File: src/hdl/shc_pkg.sv
// ----------------------------------------------------------------------------
// shc_pkg
// Shared constants for the size hint constrain block.
// ----------------------------------------------------------------------------
package shc_pkg;

    // Width of one pixel dimension in the register and stream fields
    localparam int DIM_W = 16;

    // Defaults for the top level parameters
    localparam int DIM_BITS_DEF    = 16;
    localparam int FLOOR_UNITS_DEF = 1;

    // Configuration register indexes
    localparam int CFG_IDX_W = 4;
    localparam logic [CFG_IDX_W-1:0] CFG_HINTS_VALID  = 4'd0;
    localparam logic [CFG_IDX_W-1:0] CFG_BASE_SIZE    = 4'd1;
    localparam logic [CFG_IDX_W-1:0] CFG_MIN_SIZE     = 4'd2;
    localparam logic [CFG_IDX_W-1:0] CFG_MAX_SIZE     = 4'd3;
    localparam logic [CFG_IDX_W-1:0] CFG_INC_SIZE     = 4'd4;
    localparam logic [CFG_IDX_W-1:0] CFG_MIN_ASPECT   = 4'd5;
    localparam logic [CFG_IDX_W-1:0] CFG_MAX_ASPECT   = 4'd6;
    localparam logic [CFG_IDX_W-1:0] CFG_FLOOR_PIXELS = 4'd7;

endpackage

File: src/hdl/shc_div.sv
// ----------------------------------------------------------------------------
// shc_div
// Pipelined restoring divider, one quotient bit per stage, with sideband.
// ----------------------------------------------------------------------------
module shc_div #(
    parameter int NW = 17,
    parameter int DW = shc_pkg::DIM_W,
    parameter int SW = 1
) (
    input  logic          aclk,
    input  logic          aresetn,
    input  logic          en,
    input  logic          in_valid,
    input  logic [NW-1:0] dividend,
    input  logic [DW-1:0] divisor,
    input  logic [SW-1:0] in_side,
    output logic          out_valid,
    output logic [NW-1:0] quotient,
    output logic [SW-1:0] out_side
);

    // Register k holds the state after bit step k-1
    logic          vld_reg  [1:NW];
    logic [NW-1:0] dq_reg   [1:NW];
    logic [DW-1:0] rem_reg  [1:NW];
    logic [DW-1:0] dvs_reg  [1:NW];
    logic [SW-1:0] side_reg [1:NW];

    // Inputs and results of each bit step
    logic [NW-1:0] dq_in      [NW];
    logic [DW-1:0] rem_in     [NW];
    logic [DW-1:0] dvs_in     [NW];
    logic [DW:0]   trial_next [NW];
    logic [DW:0]   diff_next  [NW];
    logic          take_next  [NW];

    // shift in next dividend bit, subtract when it fits
    always_comb begin
        dq_in[0]  = dividend;
        rem_in[0] = '0;
        dvs_in[0] = divisor;
        for (int k = 1; k < NW; k++) begin
            dq_in[k]  = dq_reg[k];
            rem_in[k] = rem_reg[k];
            dvs_in[k] = dvs_reg[k];
        end
        for (int k = 0; k < NW; k++) begin
            trial_next[k] = {rem_in[k], dq_in[k][NW-1]};
            diff_next[k]  = trial_next[k] - {1'b0, dvs_in[k]};
            take_next[k]  = (trial_next[k] >= {1'b0, dvs_in[k]});
        end
    end

    always_ff @(posedge aclk) begin
        if (!aresetn) begin
            for (int k = 1; k <= NW; k++) vld_reg[k] <= 1'b0;
        end else if (en) begin
            vld_reg[1] <= in_valid;
            for (int k = 2; k <= NW; k++) vld_reg[k] <= vld_reg[k-1];
        end
    end

    always_ff @(posedge aclk) begin
        if (en) begin
            side_reg[1] <= in_side;
            for (int k = 2; k <= NW; k++) side_reg[k] <= side_reg[k-1];
            for (int k = 1; k <= NW; k++) begin
                rem_reg[k] <= take_next[k-1] ? diff_next[k-1][DW-1:0]
                                             : trial_next[k-1][DW-1:0];
                dq_reg[k]  <= {dq_in[k-1][NW-2:0], take_next[k-1]};
                dvs_reg[k] <= dvs_in[k-1];
            end
        end
    end

    assign out_valid = vld_reg[NW];
    assign quotient  = dq_reg[NW];
    assign out_side  = side_reg[NW];

`ifndef SYNTHESIS
    // remainder left at the end is always below a nonzero divisor
    a_rem_below: assert property (@(posedge aclk) disable iff (!aresetn)
        (vld_reg[NW] && dvs_reg[NW] != '0) |-> (rem_reg[NW] < dvs_reg[NW]))
        else $error("divider remainder not below divisor");
`endif

endmodule

File: src/hdl/shc_dim.sv
// ----------------------------------------------------------------------------
// shc_dim
// One dimension: floor, min/max clamp, grid snap and second min clamp.
// ----------------------------------------------------------------------------
module shc_dim #(
    parameter int FLOOR_UNITS = shc_pkg::FLOOR_UNITS_DEF,
    parameter int VW          = 17
) (
    input  logic                      aclk,
    input  logic                      aresetn,
    input  logic                      en,
    input  logic                      in_valid,
    input  logic [shc_pkg::DIM_W-1:0] v_in,
    input  logic                      hints_valid,
    input  logic [shc_pkg::DIM_W-1:0] base_px,
    input  logic [shc_pkg::DIM_W-1:0] min_px,
    input  logic [shc_pkg::DIM_W-1:0] max_px,
    input  logic [shc_pkg::DIM_W-1:0] inc_px,
    input  logic [shc_pkg::DIM_W-1:0] floor_px,
    output logic                      out_valid,
    output logic [VW-1:0]             v_out
);

    localparam int DW = shc_pkg::DIM_W;
    localparam int PW = VW + DW;

    logic          use_grid;
    logic [VW-1:0] base_x, min_x, max_x;

    assign use_grid = hints_valid && (inc_px > DW'(1));
    assign base_x   = VW'(base_px);
    assign min_x    = VW'(min_px);
    assign max_x    = VW'(max_px);

    // Stage 1: floor
    logic [VW-1:0] fl_next, s1_v_next, s1_v_reg;
    logic          s1_vld_reg;

    always_comb begin
        fl_next   = use_grid ? VW'(base_x + VW'(FLOOR_UNITS) * VW'(inc_px))
                             : VW'(floor_px);
        s1_v_next = (VW'(v_in) < fl_next) ? fl_next : VW'(v_in);
    end

    always_ff @(posedge aclk) begin
        if (!aresetn) begin
            s1_vld_reg <= 1'b0;
        end else if (en) begin
            s1_vld_reg <= in_valid;
        end
    end

    always_ff @(posedge aclk) begin
        if (en) s1_v_reg <= s1_v_next;
    end

    // Stage 2: min/max clamp, grid origin and offset
    logic [VW-1:0] c1_next, c2_next, g_next, over_next;
    logic [VW-1:0] s2_v_reg, s2_g_reg, s2_over_reg;
    logic          s2_vld_reg;

    always_comb begin
        c1_next = (min_x != '0 && s1_v_reg < min_x) ? min_x : s1_v_reg;
        c2_next = (max_x != '0 && c1_next > max_x) ? max_x : c1_next;
        if (!hints_valid) c2_next = s1_v_reg;
        g_next    = (base_x != '0) ? base_x : min_x;
        over_next = (c2_next > g_next) ? (c2_next - g_next) : '0;
    end

    always_ff @(posedge aclk) begin
        if (!aresetn) begin
            s2_vld_reg <= 1'b0;
        end else if (en) begin
            s2_vld_reg <= s1_vld_reg;
        end
    end

    always_ff @(posedge aclk) begin
        if (en) begin
            s2_v_reg    <= c2_next;
            s2_g_reg    <= g_next;
            s2_over_reg <= over_next;
        end
    end

    // Offset over increment
    logic          dv_vld;
    logic [VW-1:0] dv_q;
    logic [VW-1:0] dv_g, dv_v;

    shc_div #(.NW(VW), .DW(DW), .SW(2*VW)) u_div (
        .aclk      (aclk),
        .aresetn   (aresetn),
        .en        (en),
        .in_valid  (s2_vld_reg),
        .dividend  (s2_over_reg),
        .divisor   (inc_px),
        .in_side   ({s2_g_reg, s2_v_reg}),
        .out_valid (dv_vld),
        .quotient  (dv_q),
        .out_side  ({dv_g, dv_v})
    );

    // Stage 3: quotient times increment
    logic [PW-1:0] s3_p_reg;
    logic [VW-1:0] s3_g_reg, s3_v_reg;
    logic          s3_vld_reg;

    always_ff @(posedge aclk) begin
        if (!aresetn) begin
            s3_vld_reg <= 1'b0;
        end else if (en) begin
            s3_vld_reg <= dv_vld;
        end
    end

    always_ff @(posedge aclk) begin
        if (en) begin
            s3_p_reg <= PW'(dv_q) * PW'(inc_px);
            s3_g_reg <= dv_g;
            s3_v_reg <= dv_v;
        end
    end

    // Stage 4: snapped value and second min clamp
    logic [VW-1:0] snap_next, s4_next, s4_v_reg;
    logic          s4_vld_reg;

    always_comb begin
        snap_next = use_grid ? VW'(s3_g_reg + s3_p_reg[VW-1:0]) : s3_v_reg;
        s4_next   = (hints_valid && min_x != '0 && snap_next < min_x) ? min_x : snap_next;
    end

    always_ff @(posedge aclk) begin
        if (!aresetn) begin
            s4_vld_reg <= 1'b0;
        end else if (en) begin
            s4_vld_reg <= s3_vld_reg;
        end
    end

    always_ff @(posedge aclk) begin
        if (en) s4_v_reg <= s4_next;
    end

    assign out_valid = s4_vld_reg;
    assign v_out     = s4_v_reg;

endmodule

File: config.mk
export PLATFORM = sky130hd
export DESIGN_NAME = shc_dim
export DESIGN_NICKNAME = d
export VERILOG_FILES = /design/src/hdl/shc_pkg.sv /design/src/hdl/shc_div.sv /design/src/hdl/shc_dim.sv
export SDC_FILE = /design/constraint.sdc
export NUM_CORES = 2
export LEC_CHECK = 0
export ABC_CLOCK_PERIOD_IN_PS = 6500
export BUFFER_PORTS_ARGS = -buffer_cell sky130_fd_sc_hd__buf_2
export CORE_ASPECT_RATIO = 0.5
export CORE_MARGIN = 2
export CORE_UTILIZATION = 55
export CTS_CLUSTER_DIAMETER = 60
export DETAILED_ROUTE_END_ITERATION = 6
export PLACE_DENSITY = 0.74
export SLEW_MARGIN = 20
export SYNTH_ARGS = -nofsm -noshare
export SYNTH_HDL_FRONTEND = slang
export SYNTH_SLANG_ARGS = --single-unit
File: constraint.sdc
create_clock -name aclk -period 6.5 [get_ports aclk]
set_input_delay 0.325 -clock aclk [delete_from_list [all_inputs] [get_ports aclk]]
set_output_delay 0.325 -clock aclk [all_outputs]
set_load 0.1 [all_outputs]
# After elaboration in Yosys (flattened, before gate mapping)
# Memories as Yosys holds them, arrays and structs flattened. A register that Yosys moved wholly into a read port is not among the register bits.
# Cells that the tools add are included.
# W data, S select, Z words.
# totals
reg_bits,105
mem_bits_rw,1428
input_bits,101
wordCells,133
n_memories,5
# mem_list
memory,words,width,read_ports,rd_ports_with_merged_regs,wr,line_no,rtl
u_div.side_reg,17,34,17,1,17,shc_div.sv:27,logic [SW-1:0] side_reg [1:NW];
u_div.dq_reg,17,17,17,0,17,shc_div.sv:24,logic [NW-1:0] dq_reg [1:NW];
u_div.dvs_reg,17,16,16,0,17,shc_div.sv:26,logic [DW-1:0] dvs_reg [1:NW];
u_div.rem_reg,17,16,16,0,17,shc_div.sv:25,logic [DW-1:0] rem_reg [1:NW];
u_div.vld_reg,17,1,17,1,17,shc_div.sv:23,logic vld_reg [1:NW];
# op_classes
n_addsub,20
n_mul,1
n_lt_le_gt_ge,23
muxes,47
bitwise_logic,17
n_reduce_logical,9
# op_table
operator,n
$mux W16,20
$ge A17 B16 Y1,16
$sub A16 B16 Y16,16
$mux W17,5
$reduce_bool A17 Y1,3
$gt A17 B16 Y1,2
$lt A17 B16 Y1,2
$mux W1,22
$add A16 B16 Y17,1
$add A17 B17 Y17,1
$lt A16 B17 Y1,1
$mul A17 B16 Y17,1
$or A1 B1 Y1,17
$sub A17 B16 Y17,1
$ge A1 B16 Y1,1
$gt A16 B1 Y1 const B,1
$sub A1 B16 Y16,1
$logic_and A1 B1 Y1,5
$logic_not A1 Y1,1

# Logic depth before layout (Yosys ltp)
# depth
word_depth,8
mapped_depth,30

# Hierarchy
# A second synthesis with hierarchy kept.
# hier_totals
cells_unflattened,5142
area_unflattened_um2,71745.1
# modules_own_cells
mod,n_inst,cells_each,area_per_inst_um2,seq_area_each_um2
shc_div,1,3735,57655.3,41920.2
shc_dim,1,1407,14089.8,4134.0

# Worst setup path after synthesis
# OpenSTA, ideal clock, no wires.
# synth_path
path_type,register -> register
start,register s1_v_reg[2]
end,"register s2_over_reg[10], data pin"
setup_ps,266
arrival_time_ps,6492
path_slack_ps,-258
stages_incl_launch_ff,27
cell_sequence,edfxtp_1 ha_1 a21o_1 a31oi_1 o21ai_0 a31oi_1 o31ai_1 clkbuf_1 mux2i_1 ha_1 nand4_1 or2_2 o31a_1 a22oi_1 and2_1 clkbuf_1 o221ai_1 ha_1 nor2b_1 o21a_1 o21ai_0 a21oi_1 o41ai_1 o211ai_1 a22oi_1 clkbuf_1 nor2_1
# synth_via
elab_chain_len,8
word_cells_on_any_way,9
classes_between,add/sub (1); order compare (3); mux (3); reduce/logical (2)
# synth_rtl
element,line_no,rtl
"start, declared",shc_dim.sv:36,"logic [VW-1:0] fl_next, s1_v_next, s1_v_reg;"
"start signal, assigned",shc_dim.sv:54,if (en) s1_v_reg <= s1_v_next;
$lt A17 B16 Y1,shc_dim.sv:63,c1_next = (min_x != '0 && s1_v_reg < min_x) ? min_x : s1_v_reg;
$logic_and A1 B1 Y1,shc_dim.sv:63,
$mux W17 *,shc_dim.sv:63,
$gt A17 B16 Y1,shc_dim.sv:64,c2_next = (max_x != '0 && c1_next > max_x) ? max_x : c1_next;
$logic_and A1 B1 Y1,shc_dim.sv:64,
$mux W17 *,shc_dim.sv:64,
$mux W17 *,shc_dim.sv:65,if (!hints_valid) c2_next = s1_v_reg;
via c2_next[1],shc_dim.sv:58,"logic [VW-1:0] c1_next, c2_next, g_next, over_next;"
$sub A17 B16 Y17 or $gt A17 B16 Y1 (tied branches),shc_dim.sv:67,over_next = (c2_next > g_next) ? (c2_next - g_next) : '0;
"end signal, assigned",shc_dim.sv:82,s2_over_reg <= over_next;
"end, declared",shc_dim.sv:59,"logic [VW-1:0] s2_v_reg, s2_g_reg, s2_over_reg;"
# Mark *: on every way through the listed nets, which the timed path passes. The rest lies on a longest branch.
# A chain may end at the register's enable or synchronous reset.

# Worst setup path after layout
# layout_path
start,register s1_v_reg[2]
end,"register s2_over_reg[14], data pin"
# layout_via
elab_chain_len,8
word_cells_on_any_way,9
classes_between,add/sub (1); order compare (3); mux (3); reduce/logical (2)
# layout_rtl
element,line_no
$lt A17 B16 Y1,shc_dim.sv:63
$logic_and A1 B1 Y1,shc_dim.sv:63
$mux W17,shc_dim.sv:63
$gt A17 B16 Y1,shc_dim.sv:64
$logic_and A1 B1 Y1,shc_dim.sv:64
$mux W17,shc_dim.sv:64
$mux W17 *,shc_dim.sv:65
$sub A17 B16 Y17 or $gt A17 B16 Y1 (tied branches),shc_dim.sv:67
# Every way passes the cells marked *; elsewhere a longest branch is shown, timed or not.

==> results.yml <==
outcome:
  run_status: "complete, no violations"
critical_path:
  worst-setup-path-type: "reg2reg"
  cp-start-kind: "flip-flop"
  crit_arrival_ns: 6.67
  crit_slowest_cell: "fa_1"
  worst_path_largest_cell_delay_ns: 0.41
  critPathRequiredTime_ns: 7.01
  end_kind: "flip-flop"
  reg2reg_depth: 28
  cp_common_cell: "a21o_1"
  path_max_fanout: 11
floorplan:
  start_util: 0.5563
  die_w_um: 509.6
  io-pin-count: 119
  fp.dieH_um: 256.8
  core_area_um2: 126400
  rows: 92
  dieArea_um2: 130900
min_path:
  min-delay-path-class: "in2reg"
  worstHoldPathCells: 1
global_route:
  grt_pass1_wl_um: 230300
  antenna_found_initial: 9
  track_usage: 0.2301
  grt_max_degree: 188
  grt_pass1_vias: 39850
  grt-ovfl-total: 0
sta:
  fin_skew_ns: 0.02986
  setup_viol: 0
  fin_setup_tns_ns: 0
  grt_setup_unrepaired: "no"
  hold_violations: 0
  setup_slack_ns: 0.3338
  relSlewSlack: 0.2288
  finalMaxSlewViolations: 0
  worst_pin_slew_ns: 1.145
  period_minus_slack_ns: 6.166
  max_freq_ghz: 0.1622
  holdWs_ns: 0.03753
  min_period_over_period: 0.9486
synth:
  synth_top_area_cell: "edfxtp_1"
  synth_edf_count: 1513
  synth.distinct_cells: 71
  synthCells: 5023
  avgSynthCellArea_um2: 14.00
  yosysWarnings: 0
  async_flop_share: 0
  syn_area_um2: 70310
  yosys.area.top_type_share: 0.6462
  ys.flop_type: "edfxtp_1"
  synth-seq-cells: 1517
  syn-num-nets: 5653
  synth_area_leaders: "edfxtp_1 (65%), ha_1 (7.4%), fa_1 (3.2%)"
  synth-seq-area-share: 0.6474
pwr:
  power_density_nw_per_um2: 435.8
  max-vdd-ir-drop_mv: 0.3926
  power_leakage_nw: 30.85
detailed_routing:
  drc: 0
  drtPass1Iterations: 5
  postRouteAntennaNets: 0
  routed_via_density: 5.657
  routed_wl_um: 148500
  drt_iter0_markers: 3354
  wl_per_cell_um: 20.89
  route.vias.total: 40200
finish:
  final_cells: 7106
  antenna-diode-count: 0
  largest_reg_flops: 561
  fillCellCount: 9388
  syn2layout_area_growth_pct: 11.39
  drive_gt1_frac: 0.1140
  postLayoutCoreUtil: 0.6196
  num-nets-final: 5938
clock_network:
  clkLatencyLatePin_ns: 0.76
  cts_root_buf: "clkbuf_16"
  path_clk_slew_ns: 0.07
  cts_tree: "done"
  clk_path_buf_depth: 3
  cts_sinks: 1517
  cts_inserted_buffers: 133
  h-tree-depth: 4
place:
  pre_cts_slack_ns: -0.1406
  numPortBuffers: 118
  dp_cells: 6825
  routabilityCongestion: 0.9342
  dp_hpwl_um: 104800
run:
  max-cap-violations: 0
[Yosys cell counts (5+ instances only)]
library cell     n
and2_1          71
nand3_1         58
o21bai_1         5
mux2_2         142
a31oi_1         16
o21ai_1          5
o221ai_1        18
xnor2_1        163
a21boi_0        13
nor4_1          27
mux2i_1         63
nor3_1          97
clkbuf_1        74
nor2_1         241
or3_1           21
o211a_1          8
o31a_1           9
o21a_1          56
o41ai_1         10
ha_1           417
a31o_2           7
a211oi_1        24
nand2b_1        27
a21oi_1        304
nor4b_1          8
o2111ai_1       19
edfxtp_1      1513
or2_2           33
a41oi_1         10
nand4_1         71
and3_1          31
nor2b_1         69
buf_1           10
nand2_1        268
inv_1          557
o31ai_1         35
xor2_1          87
fa_1           112
a21o_1          87
o22ai_1         19
mux2_4           9
o211ai_1        20
o21ai_0        129
[per-stage QoR]
step                cell area (um2)  total power, W
floorplan                     70320         0.02261
global placement              73420         0.02574
detailed placement            73430         0.02606
CTS                           78220         0.03432
global route                  78310         0.03623
finish                        78310         0.03413
[cell families after synthesis]
kind of cell,share of synthesized area
adders and majority gates,0.1061
DFF,0.6474
AOI/OAI and AO/OA,0.07425
buffers and inverters,0.03499
xor gates and xnor gates,0.03114
and+or+nand+nor,0.07252
muxes,0.03364
[critical path, delay by kind of cell (launching register included)]
| family | cells | cell delay [ns] |
|---|---|---|
| buffers and inverters | 4 | 0.57 |
| DFF | 1 | 0.40 |
| muxes | 1 | 0.26 |
| AOI/OAI and AO/OA | 16 | 3.08 |
| xor gates and xnor gates | 1 | 0.13 |
| adders and majority gates | 4 | 1.18 |
| and+or+nand+nor | 2 | 0.28 |
[cells in the final DEF, fill, tap and decap left out, drive strengths merged, types with 58 or more instances in the layout]
cell	n
edfxtp	1513
inv	567
ha	417
a21oi	304
nand2	268
nor2	242
buf	202
xnor2	163
clkbuf	157
mux2	151
o21ai	134
fa	112
nor3	98
a21o	87
xor2	87
nand4	71
and2	71
nor2b	69
mux2i	63
nand3	58
clkinv	58
[path summary, 6_finish.rpt]
kind / start / to / slack [ns]
worst max-delay path: s1_v_reg[2] / s2_over_reg[14] / 0.33
worst min-delay path: en / u_div.side_reg[3][20] / 0.04
worst max register to register: s1_v_reg[2] / s2_over_reg[14] / 0.33
worst min register to register: u_div.dq_reg[0][195] / u_div.dq_reg[0][213] / 0.41
[layout make-up]
type                       count  area, um2  share of cell area
clock buffer                 157       3525             0.04501
clock inverter                84      885.9             0.01131
timing repair buffer         240       1724             0.02202
inverter                     560       2102             0.02684
sequential                  1517      45510              0.5812
multi-input combinational   2856      22450              0.2866
tap                         1692       2117             0.02703
[power by group]
group / total (W) / switching [W] / internal (W) / leakage (nW)
logic: 0.0124 / 0.00705 / 0.00540 / 13.8
registers: 0.0136 / 0.000709 / 0.0129 / 14.9
clock network: 0.00809 / 0.00357 / 0.00452 / 2.16
[per-layer routing]
metal,share of wire,vias up,GRT usage
met3,0.056,233,0.03613
met4,0.020,6,0.05621
met2,0.45,1091,0.3534
li1,-,19020,-
met1,0.47,19850,0.3455
met5,0.00030,-,0
[timing repair]
item / CTS / global route
pin swaps: 0 / 6
hold endpoints to repair: 41 / 0
setup buffers: 0 / 2
hold buffers: 38 / 0
resized for setup: 1 / 18
endpoints found under the setup margin: 14 / 17
No activity file was read; power rests on OpenSTA's default activity.
