$ cat config.mk
export PLATFORM = sky130hd
export DESIGN_NAME = shc_div
export DESIGN_NICKNAME = d
export VERILOG_FILES = /design/src/hdl/shc_pkg.sv /design/src/hdl/shc_div.sv
export SDC_FILE = /design/constraint.sdc
export NUM_CORES = 1
export LEC_CHECK = 0
export ABC_AREA = 0
export BUFFER_PORTS_ARGS = -buffer_cell sky130_fd_sc_hd__buf_2
export CAP_MARGIN = 20
export CELL_PAD_IN_SITES_DETAIL_PLACEMENT = 0
export CELL_PAD_IN_SITES_GLOBAL_PLACEMENT = 2
export CORE_UTILIZATION = 46
export DETAILED_ROUTE_END_ITERATION = 8
export PLACE_DENSITY = 0.85
export SLEW_MARGIN = 30
export SYNTH_ARGS = -nofsm -noshare
export SYNTH_HDL_FRONTEND = slang
export SYNTH_SLANG_ARGS = --single-unit
$ cat constraint.sdc
create_clock -name aclk -period 3.15 [get_ports aclk]
set_input_delay 0.1575 -clock aclk [delete_from_list [all_inputs] [get_ports aclk]]
set_output_delay 0.1575 -clock aclk [all_outputs]
set_load 0.01 [all_outputs]
$ cat src/hdl/shc_pkg.sv
// ----------------------------------------------------------------------------
// shc_pkg
// Shared constants for the size hint constrain block.
// ----------------------------------------------------------------------------
package shc_pkg;

    // Width of one pixel dimension in the register and stream fields
    localparam int DIM_W = 16;

    // Defaults for the top level parameters
    localparam int DIM_BITS_DEF    = 16;
    localparam int FLOOR_UNITS_DEF = 1;

    // Configuration register indexes
    localparam int CFG_IDX_W = 4;
    localparam logic [CFG_IDX_W-1:0] CFG_HINTS_VALID  = 4'd0;
    localparam logic [CFG_IDX_W-1:0] CFG_BASE_SIZE    = 4'd1;
    localparam logic [CFG_IDX_W-1:0] CFG_MIN_SIZE     = 4'd2;
    localparam logic [CFG_IDX_W-1:0] CFG_MAX_SIZE     = 4'd3;
    localparam logic [CFG_IDX_W-1:0] CFG_INC_SIZE     = 4'd4;
    localparam logic [CFG_IDX_W-1:0] CFG_MIN_ASPECT   = 4'd5;
    localparam logic [CFG_IDX_W-1:0] CFG_MAX_ASPECT   = 4'd6;
    localparam logic [CFG_IDX_W-1:0] CFG_FLOOR_PIXELS = 4'd7;

endpackage

$ cat src/hdl/shc_div.sv
// ----------------------------------------------------------------------------
// shc_div
// Pipelined restoring divider, one quotient bit per stage, with sideband.
// ----------------------------------------------------------------------------
module shc_div #(
    parameter int NW = 17,
    parameter int DW = shc_pkg::DIM_W,
    parameter int SW = 1
) (
    input  logic          aclk,
    input  logic          aresetn,
    input  logic          en,
    input  logic          in_valid,
    input  logic [NW-1:0] dividend,
    input  logic [DW-1:0] divisor,
    input  logic [SW-1:0] in_side,
    output logic          out_valid,
    output logic [NW-1:0] quotient,
    output logic [SW-1:0] out_side
);

    // Register k holds the state after bit step k-1
    logic          vld_reg  [1:NW];
    logic [NW-1:0] dq_reg   [1:NW];
    logic [DW-1:0] rem_reg  [1:NW];
    logic [DW-1:0] dvs_reg  [1:NW];
    logic [SW-1:0] side_reg [1:NW];

    // Inputs and results of each bit step
    logic [NW-1:0] dq_in      [NW];
    logic [DW-1:0] rem_in     [NW];
    logic [DW-1:0] dvs_in     [NW];
    logic [DW:0]   trial_next [NW];
    logic [DW:0]   diff_next  [NW];
    logic          take_next  [NW];

    // shift in next dividend bit, subtract when it fits
    always_comb begin
        dq_in[0]  = dividend;
        rem_in[0] = '0;
        dvs_in[0] = divisor;
        for (int k = 1; k < NW; k++) begin
            dq_in[k]  = dq_reg[k];
            rem_in[k] = rem_reg[k];
            dvs_in[k] = dvs_reg[k];
        end
        for (int k = 0; k < NW; k++) begin
            trial_next[k] = {rem_in[k], dq_in[k][NW-1]};
            diff_next[k]  = trial_next[k] - {1'b0, dvs_in[k]};
            take_next[k]  = (trial_next[k] >= {1'b0, dvs_in[k]});
        end
    end

    always_ff @(posedge aclk) begin
        if (!aresetn) begin
            for (int k = 1; k <= NW; k++) vld_reg[k] <= 1'b0;
        end else if (en) begin
            vld_reg[1] <= in_valid;
            for (int k = 2; k <= NW; k++) vld_reg[k] <= vld_reg[k-1];
        end
    end

    always_ff @(posedge aclk) begin
        if (en) begin
            side_reg[1] <= in_side;
            for (int k = 2; k <= NW; k++) side_reg[k] <= side_reg[k-1];
            for (int k = 1; k <= NW; k++) begin
                rem_reg[k] <= take_next[k-1] ? diff_next[k-1][DW-1:0]
                                             : trial_next[k-1][DW-1:0];
                dq_reg[k]  <= {dq_in[k-1][NW-2:0], take_next[k-1]};
                dvs_reg[k] <= dvs_in[k-1];
            end
        end
    end

    assign out_valid = vld_reg[NW];
    assign quotient  = dq_reg[NW];
    assign out_side  = side_reg[NW];

`ifndef SYNTHESIS
    // remainder left at the end is always below a nonzero divisor
    a_rem_below: assert property (@(posedge aclk) disable iff (!aresetn)
        (vld_reg[NW] && dvs_reg[NW] != '0) |-> (rem_reg[NW] < dvs_reg[NW]))
        else $error("divider remainder not below divisor");
`endif

endmodule

**Word level (Yosys, flattened, before mapping)**

Memories as Yosys holds them, arrays and structs flattened.
Index checks and enable logic that the tools add are counted.
W data, S select, Z words.

- Flip-flop bits (word level): 0
- Bits in writable memories: 867
- Word-level logic and storage cells: 95
- Memories: 5

- Add/subtract/negate cells: 17
- Magnitude comparators: 17
- Muxes and demuxes: 39
- Bitwise operators: 17

Memory list:

| memory | depth | width | read ports | clocked after memory_dff | wr ports | RTL line | RTL |
|---|---|---|---|---|---|---|---|
| dq_reg | 17 | 17 | 17 | 0 | 17 | shc_div.sv:24 | `logic [NW-1:0] dq_reg [1:NW];` |
| dvs_reg | 17 | 16 | 16 | 0 | 17 | shc_div.sv:26 | `logic [DW-1:0] dvs_reg [1:NW];` |
| rem_reg | 17 | 16 | 16 | 0 | 17 | shc_div.sv:25 | `logic [DW-1:0] rem_reg [1:NW];` |
| side_reg | 17 | 1 | 17 | 0 | 17 | shc_div.sv:27 | `logic [SW-1:0] side_reg [1:NW];` |
| vld_reg | 17 | 1 | 17 | 0 | 17 | shc_div.sv:23 | `logic vld_reg [1:NW];` |

Operators by type and width:

| operator | count |
|---|---|
| $ge A17 B16 Y1 | 16 |
| $mux W16 | 17 |
| $sub A16 B16 Y16 | 16 |
| $mux W1 | 22 |
| $or A1 B1 Y1 | 17 |
| $ge A1 B16 Y1 | 1 |
| $sub A1 B16 Y16 | 1 |

**Logic depth before layout (Yosys ltp)**

Gate-level depths: netlist of run 1.

- Depth in word-level cells: 4
- Gate-level depth with buffers: 13
- Depth with buffers taken out: 11

**Least setup slack after synthesis of run 1**

OpenSTA, ideal clock, no wires.

- Path kind: flip-flop to flip-flop
- Start: reg, netlist name dvs_reg[0][17]
- End: reg, netlist name rem_reg[0][44]
- Setup time: 0.260 ns
- Arrival: 2.623 ns
- Setup slack: 0.266 ns
- Cell stages (with the launch flop): 12
- Buffers on the path: 1
- Clock period less this slack: 2.884 ns
- Cells stage by stage: edfxtp_1 -> inv_1 -> ha_1 -> nor2b_4 -> o31a_1 -> or3_4 -> a21oi_4 -> a21oi_2 -> a2111oi_4 -> o21ai_2 -> buf_6 -> mux2_4

==> results of run 1 <==
==> worst max-delay path, delay by kind of cell, from the launching register on <==
kind	cells	cell delay, ns
compound gates	6	1.38
flops	1	0.43
fa+ha+maj	1	0.38
mux	1	0.36
buf+inv	1	0.20
==> routing by layer <==
metal  part of all wire, %  wire length, microns  vias up
met4                   2.0                  1560        0
met5                     0                     0        -
met1                    47                 37220    11690
met3                   3.9                  3078      116
li1                      -                     -    11930
met2                    47                 37640      435
==> stage by stage <==
stage	TNS [ns]	instance area, sq um	std cells
finish	0	46520	4547
CTS	0	46420	4544
floorplan	0	40460	3054
global placement	-3.106	43090	4337
global route	0	46520	4547
detailed placement	0	43100	4337
==> worst paths after layout <==
path,startpoint,depth (start not counted),end,slack [ns]
min,dividend[12],2,dq_reg[0][30]$_DFFE_PP_,0.22
max,rem_reg[0][115]$_DFFE_PP_,9,rem_reg[0][143]$_DFFE_PP_,0.12
max reg2reg,rem_reg[0][115]$_DFFE_PP_,9,rem_reg[0][143]$_DFFE_PP_,0.12
min reg2reg,dq_reg[0][217]$_DFFE_PP_,0,dq_reg[0][235]$_DFFE_PP_,0.41
==> area by class of cell <==
class | count | area [sq um] | area share [%]
Inverter | 322 | 1209 | 2.598
Sequential cell | 835 | 25070 | 53.90
Tap cell | 1155 | 1445 | 3.106
Timing Repair Buffer | 211 | 1749 | 3.760
Multi-Input combinational cell | 1855 | 14100 | 30.32
Clock buffer | 115 | 2452 | 5.271
Clock inverter | 54 | 488.0 | 1.049
==> cell families (layout without fill, tap and decap cells) <==
family / count (synthesis) / after routing
adders and majority gates: 273 / 273
buffers and inverters: 365 / 702
muxes: 155 / 155
xor gates and xnor gates: 163 / 163
DFF: 835 / 835
AOI/OAI and AO/OA: 691 / 691
and+or+nand+nor: 572 / 573
==> where the power goes <==
| part | internal, uW | total, uW | switching, uW | leakage (uW) |
|---|---|---|---|---|
| logic | 7810 | 16500 | 8690 | 0.00885 |
| registers | 15400 | 16700 | 1220 | 0.00817 |
| clock network | 6160 | 10500 | 4330 | 0.00143 |
| total | 29400 | 43700 | 14200 | 0.0184 |
==> placed cells by master, fill, tap and decap left out, drive strengths merged, types with 59 or more instances in the layout <==
cell type,instances
edfxtp,835
inv,324
ha,258
a21oi,215
buf,173
nor2,161
nand2,150
o21ai,149
mux2,132
clkbuf,115
xnor2,104
a21o,72
xor2,59
==> timing repair <==
action                                  CTS  global route
endpoints found under the hold margin   103             0
buffers inserted                          0             2
endpoints found under the setup margin    0            99
gates resized for setup                   0            20
hold buffers                             38             0
==> impl_metrics.py, run 1 <==
metrics = {
    "setup_path": {
        "cp_slowest_cell": "edfxtp_1",
        "slowest_delay_ns": 0.43,
        "worstSetupPathType": "flop to flop",
        "worstSetupStartpointType": "flop",
        "crit_required_ns": 3.53,
        "crit_path_cell_trace": "ha_1, a21o_1, a21oi_1, a31o_2, o21a_1, o211ai_1, a2111oi_4, buf_12, mux2_2",
        "worstSetupEndpointType": "flop",
        "arrival_ns": 3.41,
        "worstPathMaxFanout": 19,
    },
    "synth": {
        "synth_compound_area_share_pct": 11.06,
        "ys_types": 80,
        "synth_largest_area_cell": "edfxtp_1",
        "synth_top_family_by_area": "compound AO/OA/AOI/OAI gates",
        "synthAdderAreaFrac_pct": 8.721,
        "synth-xor-area-share_pct": 3.529,
        "yosysMostFrequentCell": "edfxtp_1",
        "async_flop_share_pct": 0,
        "synth_mux_area_share_pct": 4.262,
        "syn_inst": 3054,
        "synth_area_sq_um": 40460,
        "avgSynthCellArea_sq_um": 13.25,
        "synth_commonest_cells": "835 x edfxtp_1, 321 x inv_1, 258 x ha_1, 211 x a21oi_1, 161 x nor2_1",
        "synth-edff-count": 835,
        "yosys.area_share.simple_pct": 6.958,
        "ys_ff_latch": 835,
        "synth_nets": 3365,
        "yosys_warnings": 0,
        "yosysTopAreaCellShare_pct": 61.98,
        "synth.area.top_cells": "edfxtp_1 62%, ha_1 8.0%, mux2_2 3.6%",
        "ys.flop_type": "edfxtp_1",
        "yosysSeqAreaShare_pct": 61.98,
    },
    "floorplan": {
        "rows": 108,
        "core_area_sq_um": 86890,
        "die_area_sq_um": 89140,
        "fp.dieH_microns": 298.6,
        "start_util_pct": 46.56,
        "dieWidth_microns": 298.6,
        "num_io_pins": 57,
    },
    "sta": {
        "fin_skew_ns": 0.02091,
        "hold_ws_ns": 0.2198,
        "max_freq_ghz": 0.3302,
        "max_slew.worst_pin.slew_ns": 0.7734,
        "setup_violations": 0,
        "slew_viol_final": 0,
        "final_hold_viol_count": 0,
        "slew_headroom_pct": 48.44,
        "min_period_ns": 3.029,
        "timing.final.ws_setup_ns": 0.1215,
        "rsz0062_at_grt": "no",
        "min_period_over_period_pct": 96.14,
    },
    "final_layout": {
        "fillCellCount": 7268,
        "diodes": 0,
        "nNetsFinal": 3629,
        "postLayoutCoreUtil_pct": 53.54,
        "drive_gt1_share_pct": 14.18,
        "syn_to_final_growth_pct": 14.99,
        "largest_register_ffs": 289,
    },
    "cts": {
        "insertion_delay_ns": 0.65,
        "cts_buffers": 93,
        "cts_buffer_depth": 3,
        "cts_tree": "built",
        "htreeDepth": 3,
        "clock-sinks": 835,
        "cts-root-buf": "clkbuf_16",
        "path_clk_slew_ns": 0.06,
    },
    "global_route": {
        "met1_usage_pct": 24.69,
        "use_met2_pct": 29.57,
        "grt_max_degree": 110,
        "grt_first_pass_wirelength_microns": 129100,
        "gr-total-overflow": 0,
        "antenna_found_initial": 0,
        "busiest_layer": "met2",
        "grt_pass1_vias": 24350,
        "grt_use_met3_pct": 2.843,
        "track_usage_pct": 18.00,
    },
    "drt": {
        "wl_microns": 79500,
        "vias": 24170,
        "final_antenna_net_count": 0,
        "first_iter_violations": 1527,
        "post-route-drc-count": 0,
        "wire_per_inst_microns": 17.48,
        "drt_pre_antenna_iters": 5,
        "vias_per_cell": 5.314,
    },
    "placed_design": {
        "portBuffers": 56,
        "place.gp.congestion": 0.8735,
        "place_ws_ns": 0.05150,
        "dp_hpwl_microns": 57000,
    },
    "worst_hold_path": {
        "hp-class": "primary input to flop",
    },
    "run_status": {
        "outcome": "finished clean",
    },
    "power": {
        "powerDensity_nw_per_um2": 938.7,
        "power.total_uw": 43670,
        "p_leak_uw": 0.01845,
        "vdd_drop_max_mv": 0.4853,
    },
    "flow_run": {
        "drv_cap": 0,
    },
}
No activity file was read; power rests on OpenSTA's default activity.
==> run 2: changes to the inputs <==
Settings changed: CORE_MARGIN set to 8, PLACE_DENSITY 0.85 to unset, PLACE_DENSITY_LB_ADDON set to 0.2.
Clock period 3.15 ns to 3.03 ns, I/O delays scaled along.
==> run 2 against run 1 <==
Against the previous run:
- die area grew 9.6%
- clock skew increased by 0.0046 ns
- first-iteration DRC count up 1.6%
- count of clock-buffer cells in the layout is 1 lower
- setup slack worse by 0.094 ns
- total power grew 7.9%
- clock power up 6%
- via count increased by 1.1%
- register-to-register slack got worse by 0.09 ns
- global-route usage shrank 1.6 points
- highest routed layer unchanged
==> impl_metrics.py, run 2 (synthesis gave the netlist of run 1 again) <==
metrics = {
    "power": {
        "internal-power_uw": 31760,
        "switching_share_pct": 32.62,
        "p_leak_uw": 0.01896,
        "vdd_drop_max_mv": 0.6475,
        "power.switching_uw": 15370,
        "p_comb_share_pct": 39.7,
        "clkPwrFrac_pct": 23.6,
        "pwr-share-seq_pct": 36.7,
        "power.total_uw": 47140,
        "powerDensity_nw_per_um2": 991.6,
    },
    "global_route": {
        "antenna_found_initial": 0,
        "gr-total-overflow": 0,
        "grt_first_pass_wirelength_microns": 130800,
        "grt_max_degree": 122,
        "grt_pass1_vias": 24480,
        "track_usage_pct": 16.39,
    },
    "setup_path": {
        "worstSetupStartpoint": "rem_reg[0][65]$_DFFE_PP_",
        "worstSetupStartpointType": "flop",
        "worstReg2RegStart": "rem_reg[0][65]$_DFFE_PP_",
        "reg2reg_slack_ns": 0.03,
        "worstSetupPathType": "flop to flop",
        "arrival_ns": 3.52,
        "crit_required_ns": 3.54,
        "worstSetupEndpointType": "flop",
        "reg2reg_depth": 8,
        "worstPathMaxFanout": 5,
        "crit_path_end": "rem_reg[0][94]$_DFFE_PP_",
        "timing.rr.end": "rem_reg[0][94]$_DFFE_PP_",
    },
    "final_layout": {
        "fillCellCount": 7311,
        "nNetsFinal": 3706,
        "seqCellArea_sq_um": 25070,
        "final_common_cell": "edfxtp_1",
        "drive_gt1_share_pct": 17.23,
        "diodes": 0,
        "largest_register_ffs": 289,
        "stdcell_count": 4625,
        "mostFrequentLayoutCells": "835 x edfxtp_1, 320 x inv_1, 244 x ha_1, 204 x a21oi_1, 174 x buf_4",
        "multiInputGateArea_sq_um": 14440,
        "syn_to_final_growth_pct": 17.49,
    },
    "sta": {
        "slew_headroom_pct": 47.22,
        "min_period_over_period_pct": 99.11,
        "rsz0062_at_grt": "yes",
        "min_period_ns": 3.003,
        "slew_viol_final": 0,
        "final_hold_viol_count": 0,
        "max_freq_ghz": 0.3330,
        "timing.final.ws_setup_ns": 0.02704,
        "fin_skew_ns": 0.02553,
        "setup_violations": 0,
        "setup_tns_ns": 0,
        "max_slew.worst_pin.slew_ns": 0.7918,
    },
    "drt": {
        "post-route-drc-count": 0,
        "vias_per_cell": 5.284,
        "wire_per_inst_microns": 17.72,
        "vias": 24440,
        "first_iter_violations": 1551,
        "wl_microns": 81960,
        "drt_pre_antenna_iters": 5,
        "final_antenna_net_count": 0,
    },
    "cts": {
        "cts-root-buf": "clkbuf_16",
        "cts_tree": "built",
        "cts_buffers": 92,
        "clock-sinks": 835,
        "path_clk_slew_ns": 0.06,
        "insertion_delay_ns": 0.66,
        "htreeDepth": 3,
        "cts_buffer_depth": 3,
    },
    "worst_hold_path": {
        "hp-class": "primary input to flop",
    },
    "placed_design": {
        "place_ws_ns": -0.1161,
        "place.gp.congestion": 0.8279,
        "dp_hpwl_microns": 58280,
        "dpl.cell_count": 4387,
        "portBuffers": 56,
    },
    "floorplan": {
        "fp.dieH_microns": 312.6,
        "start_util_pct": 46.49,
        "num_io_pins": 57,
        "dieWidth_microns": 312.6,
        "die_area_sq_um": 97700,
        "core_area_sq_um": 87020,
        "rows": 108,
    },
    "flow_run": {
        "drv_cap": 0,
    },
    "run_status": {
        "outcome": "finished clean",
    },
}
-- run 2: changes by cell type in the layout (fill, tap and decap cells not counted), moves of 8 or more --
cell / before / now
buf_4: 101 / 174
ha_1: 256 / 244
ha_4: 0 / 8
mux2_2: 130 / 116
mux2_4: 2 / 16
-- run 2: per-stage QoR --
stage | cell area (sq um) | utilization [%] | hold slack (ns)
finish | 47540 | 54.62 | 0.2012
global route | 47540 | 54.62 | 0.1699
CTS | 46880 | 53.87 | 0.1393
detailed placement | 43460 | 49.94 | 0.3304
global placement | 43460 | 49.94 | 0.3293
floorplan | 40460 | - | 0.2504
-- run 2: power groups by stage --
stage          clock [uW]  combinational [uW]  sequential [uW]
2_1_floorplan           0               12600            16900
3_3_place_gp            0               17200            17600
3_5_place_dp            0               17500            17600
4_1_cts             11500               17700            17300
5_1_grt             11900               20700            17600
6_report            11100               18700            17300
-- run 2: worst min path at each step --
stage	from	to	slack [ns]	depth (start not counted)
after floorplan	dividend[0]	dq_reg[0][18]$_DFFE_PP_	0.25	0
after global placement	dividend[0]	dq_reg[0][18]$_DFFE_PP_	0.33	1
after detailed placement	dividend[5]	dq_reg[0][23]$_DFFE_PP_	0.33	1
after CTS	dividend[12]	dq_reg[0][30]$_DFFE_PP_	0.14	2
after global routing	dividend[15]	dq_reg[0][33]$_DFFE_PP_	0.17	2
final	dividend[11]	dq_reg[0][29]$_DFFE_PP_	0.20	2
-- run 2: critical path, cell delays in order, from the launching register on --
cell and delay, ns:
edfxtp_1 0.39, ha_1 0.37, nor2b_1 0.17, o31a_1 0.27
o31a_1 0.30, o41a_1 0.38, a31o_1 0.27, or4_1 0.52
a41oi_2 0.18
-- run 2: final cells by class --
| class | instances | share of cell area, % |
|---|---|---|
| Clock inverter | 55 | 1.295 |
| Timing Repair Buffer | 289 | 4.980 |
| Clock buffer | 114 | 5.017 |
| Sequential cell | 835 | 52.75 |
| Inverter | 322 | 2.543 |
| Multi-Input combinational cell | 1855 | 30.38 |
| Tap cell | 1155 | 3.040 |
-- run 2: routing by layer --
layer	part of all wire [%]	up-vias	global-route usage, %
li1	-	12120	-
met1	48	11810	22.94
met2	46	400	26.68
met3	3.6	113	2.383
met4	2.0	0	4.561
met5	0	-	0
-- run 2: repair_timing --
| action | CTS | global route |
|---|---|---|
| setup buffers | 1 | 29 |
| setup endpoints to repair | 18 | 98 |
| pin swaps | 2 | 11 |
| gates resized for setup | 9 | 82 |
| hold buffers | 37 | 0 |
| cloned | 0 | 2 |
| hold endpoints to repair | 74 | 0 |
==> run 3: changes to the inputs <==
Settings changed: CTS_BUF_LIST set to sky130_fd_sc_hd__clkbuf_16.
==> run 3 against run 2 <==
Against the previous run:
- routed wire length barely moved
- first-iteration DRC count fell by 0.19%
- critical path depth unchanged
- hold slack hardly changed
- via count hardly changed
==> impl_metrics.py, run 3 (synthesis gave the netlist of run 1 again) <==
metrics = {
    "sta": {
        "final_hold_viol_count": 0,
        "rsz0062_at_grt": "yes",
        "max_freq_ghz": 0.3331,
        "min_period_ns": 3.003,
        "setup_violations": 0,
        "slew_viol_final": 0,
        "max_slew.worst_pin.slew_ns": 0.7918,
        "timing.final.ws_setup_ns": 0.02745,
        "fin_skew_ns": 0.02617,
        "hold_ws_ns": 0.2010,
        "slew_headroom_pct": 47.22,
        "min_period_over_period_pct": 99.09,
    },
    "final_layout": {
        "final_common_cell": "edfxtp_1",
        "diodes": 0,
        "multiInputGateArea_sq_um": 14440,
        "fillCellCount": 7311,
        "nNetsFinal": 3706,
        "drive_gt1_share_pct": 17.20,
        "syn_to_final_growth_pct": 17.49,
        "largest_register_ffs": 289,
        "seqCellArea_sq_um": 25070,
        "postLayoutCoreUtil_pct": 54.62,
        "mostFrequentLayoutCells": "835 x edfxtp_1, 342 x inv_1, 245 x ha_1, 204 x a21oi_1, 174 x buf_4",
    },
    "drt": {
        "vias": 24430,
        "wl_microns": 81990,
        "vias_per_cell": 5.281,
        "final_antenna_net_count": 0,
        "post-route-drc-count": 0,
        "wire_per_inst_microns": 17.73,
        "drt_pre_antenna_iters": 5,
        "first_iter_violations": 1548,
    },
    "placed_design": {
        "place_ws_ns": -0.1161,
        "dp_hpwl_microns": 58280,
        "portBuffers": 56,
        "place.gp.congestion": 0.8279,
    },
    "setup_path": {
        "worstSetupPathType": "flop to flop",
        "timing.rr.end": "rem_reg[0][94]$_DFFE_PP_",
        "worstSetupStartpoint": "rem_reg[0][65]$_DFFE_PP_",
        "crit_family": "compound AO/OA/AOI/OAI gates",
        "crit_path_cell_trace": "ha_1, nor2b_1, o31a_1, o31a_1, o41a_1, a31o_1, or4_1, a41oi_2",
        "cp_num_buf_inv": 0,
        "worstSetupStartpointType": "flop",
        "slowest_delay_ns": 0.52,
        "reg2reg_slack_ns": 0.03,
        "worstSetupEndpointType": "flop",
        "reg2reg_depth": 8,
        "worstReg2RegStart": "rem_reg[0][65]$_DFFE_PP_",
        "worstPathMaxFanout": 5,
        "arrival_ns": 3.52,
        "crit_required_ns": 3.54,
        "cp_common_cell": "o31a_1",
        "cp_slowest_cell": "or4_1",
    },
    "floorplan": {
        "fp.dieH_microns": 312.6,
        "core_area_sq_um": 87020,
        "die_area_sq_um": 97700,
        "rows": 108,
        "num_io_pins": 57,
        "start_util_pct": 46.49,
        "dieWidth_microns": 312.6,
    },
    "cts": {
        "clock-sinks": 835,
        "cts-root-buf": "clkbuf_16",
        "cts_buffers": 92,
        "htreeDepth": 3,
        "cts_tree": "built",
        "insertion_delay_ns": 0.66,
        "path_clk_slew_ns": 0.06,
        "cts_buffer_depth": 3,
    },
    "worst_hold_path": {
        "holdPathEnd": "dq_reg[0][29]$_DFFE_PP_",
        "min_from": "dividend[11]",
        "hold_path_depth": 2,
        "hp-class": "primary input to flop",
    },
    "global_route": {
        "antenna_found_initial": 0,
        "gr-total-overflow": 0,
        "grt_max_degree": 122,
        "grt_first_pass_wirelength_microns": 130800,
        "track_usage_pct": 16.39,
        "grt_pass1_vias": 24480,
    },
    "power": {
        "powerDensity_nw_per_um2": 990.0,
        "vdd_drop_max_mv": 0.6477,
        "p_leak_uw": 0.01905,
    },
    "run_status": {
        "outcome": "finished clean",
    },
    "flow_run": {
        "drv_cap": 0,
    },
}
run 3: where the power goes:
part | total, uW | internal [uW] | switching [uW]
Clock | 11000 | 6480 | 4560
Combinational | 18700 | 9140 | 9550
Sequential | 17300 | 16100 | 1250
Total | 47100 | 31700 | 15400
run 3: area by class of cell:
type | count | share of cell area, %
timing repair buffer | 289 | 4.980
clock buffer | 92 | 4.843
multi-input combinational | 1855 | 30.37
tap | 1155 | 3.040
clock inverter | 77 | 1.469
inverter | 322 | 2.543
sequential | 835 | 52.75
run 3: routing by layer:
| metal | vias up | routed length, microns | track usage (%) |
|---|---|---|---|
| met5 | - | 0 | 0 |
| met4 | 0 | 1566 | 4.561 |
| met3 | 109 | 3021 | 2.383 |
| met2 | 402 | 38180 | 26.68 |
| met1 | 11790 | 39210 | 22.94 |
| li1 | 12120 | - | - |
run 3: stage by stage:
step                TNS, ns  instance area [sq um]  total power, uW  cells
floorplan                 0                  40460            29560   3054
global placement     -2.279                  43460            34780   4387
detailed placement   -1.107                  43460            35030   4387
CTS                       0                  46880            46490   4594
global route        -0.9263                  47530            50140   4625
finish                    0                  47530            47060   4625
run 3: how the worst max path moves through the flow:
stage | slack [ns] | end | cells after the start
final | 0.03 | rem_reg[0][94]$_DFFE_PP_ | 8
after global routing | -0.09 | rem_reg[0][206]$_DFFE_PP_ | 11
after CTS | 0.005 | rem_reg[0][135]$_DFFE_PP_ | 10
after detailed placement | -0.12 | rem_reg[0][196]$_DFFE_PP_ | 10
after global placement | -0.19 | rem_reg[0][212]$_DFFE_PP_ | 8
after floorplan | 0.15 | rem_reg[0][44]$_DFFE_PP_ | 11
run 3: what timing repair did:
item	in CTS	in global routing
pin swaps	2	11
setup endpoints to repair	18	98
hold buffers	37	0
gates resized for setup	9	81
endpoints found under the hold margin	74	0
gates cloned	0	2
buffers inserted	1	29
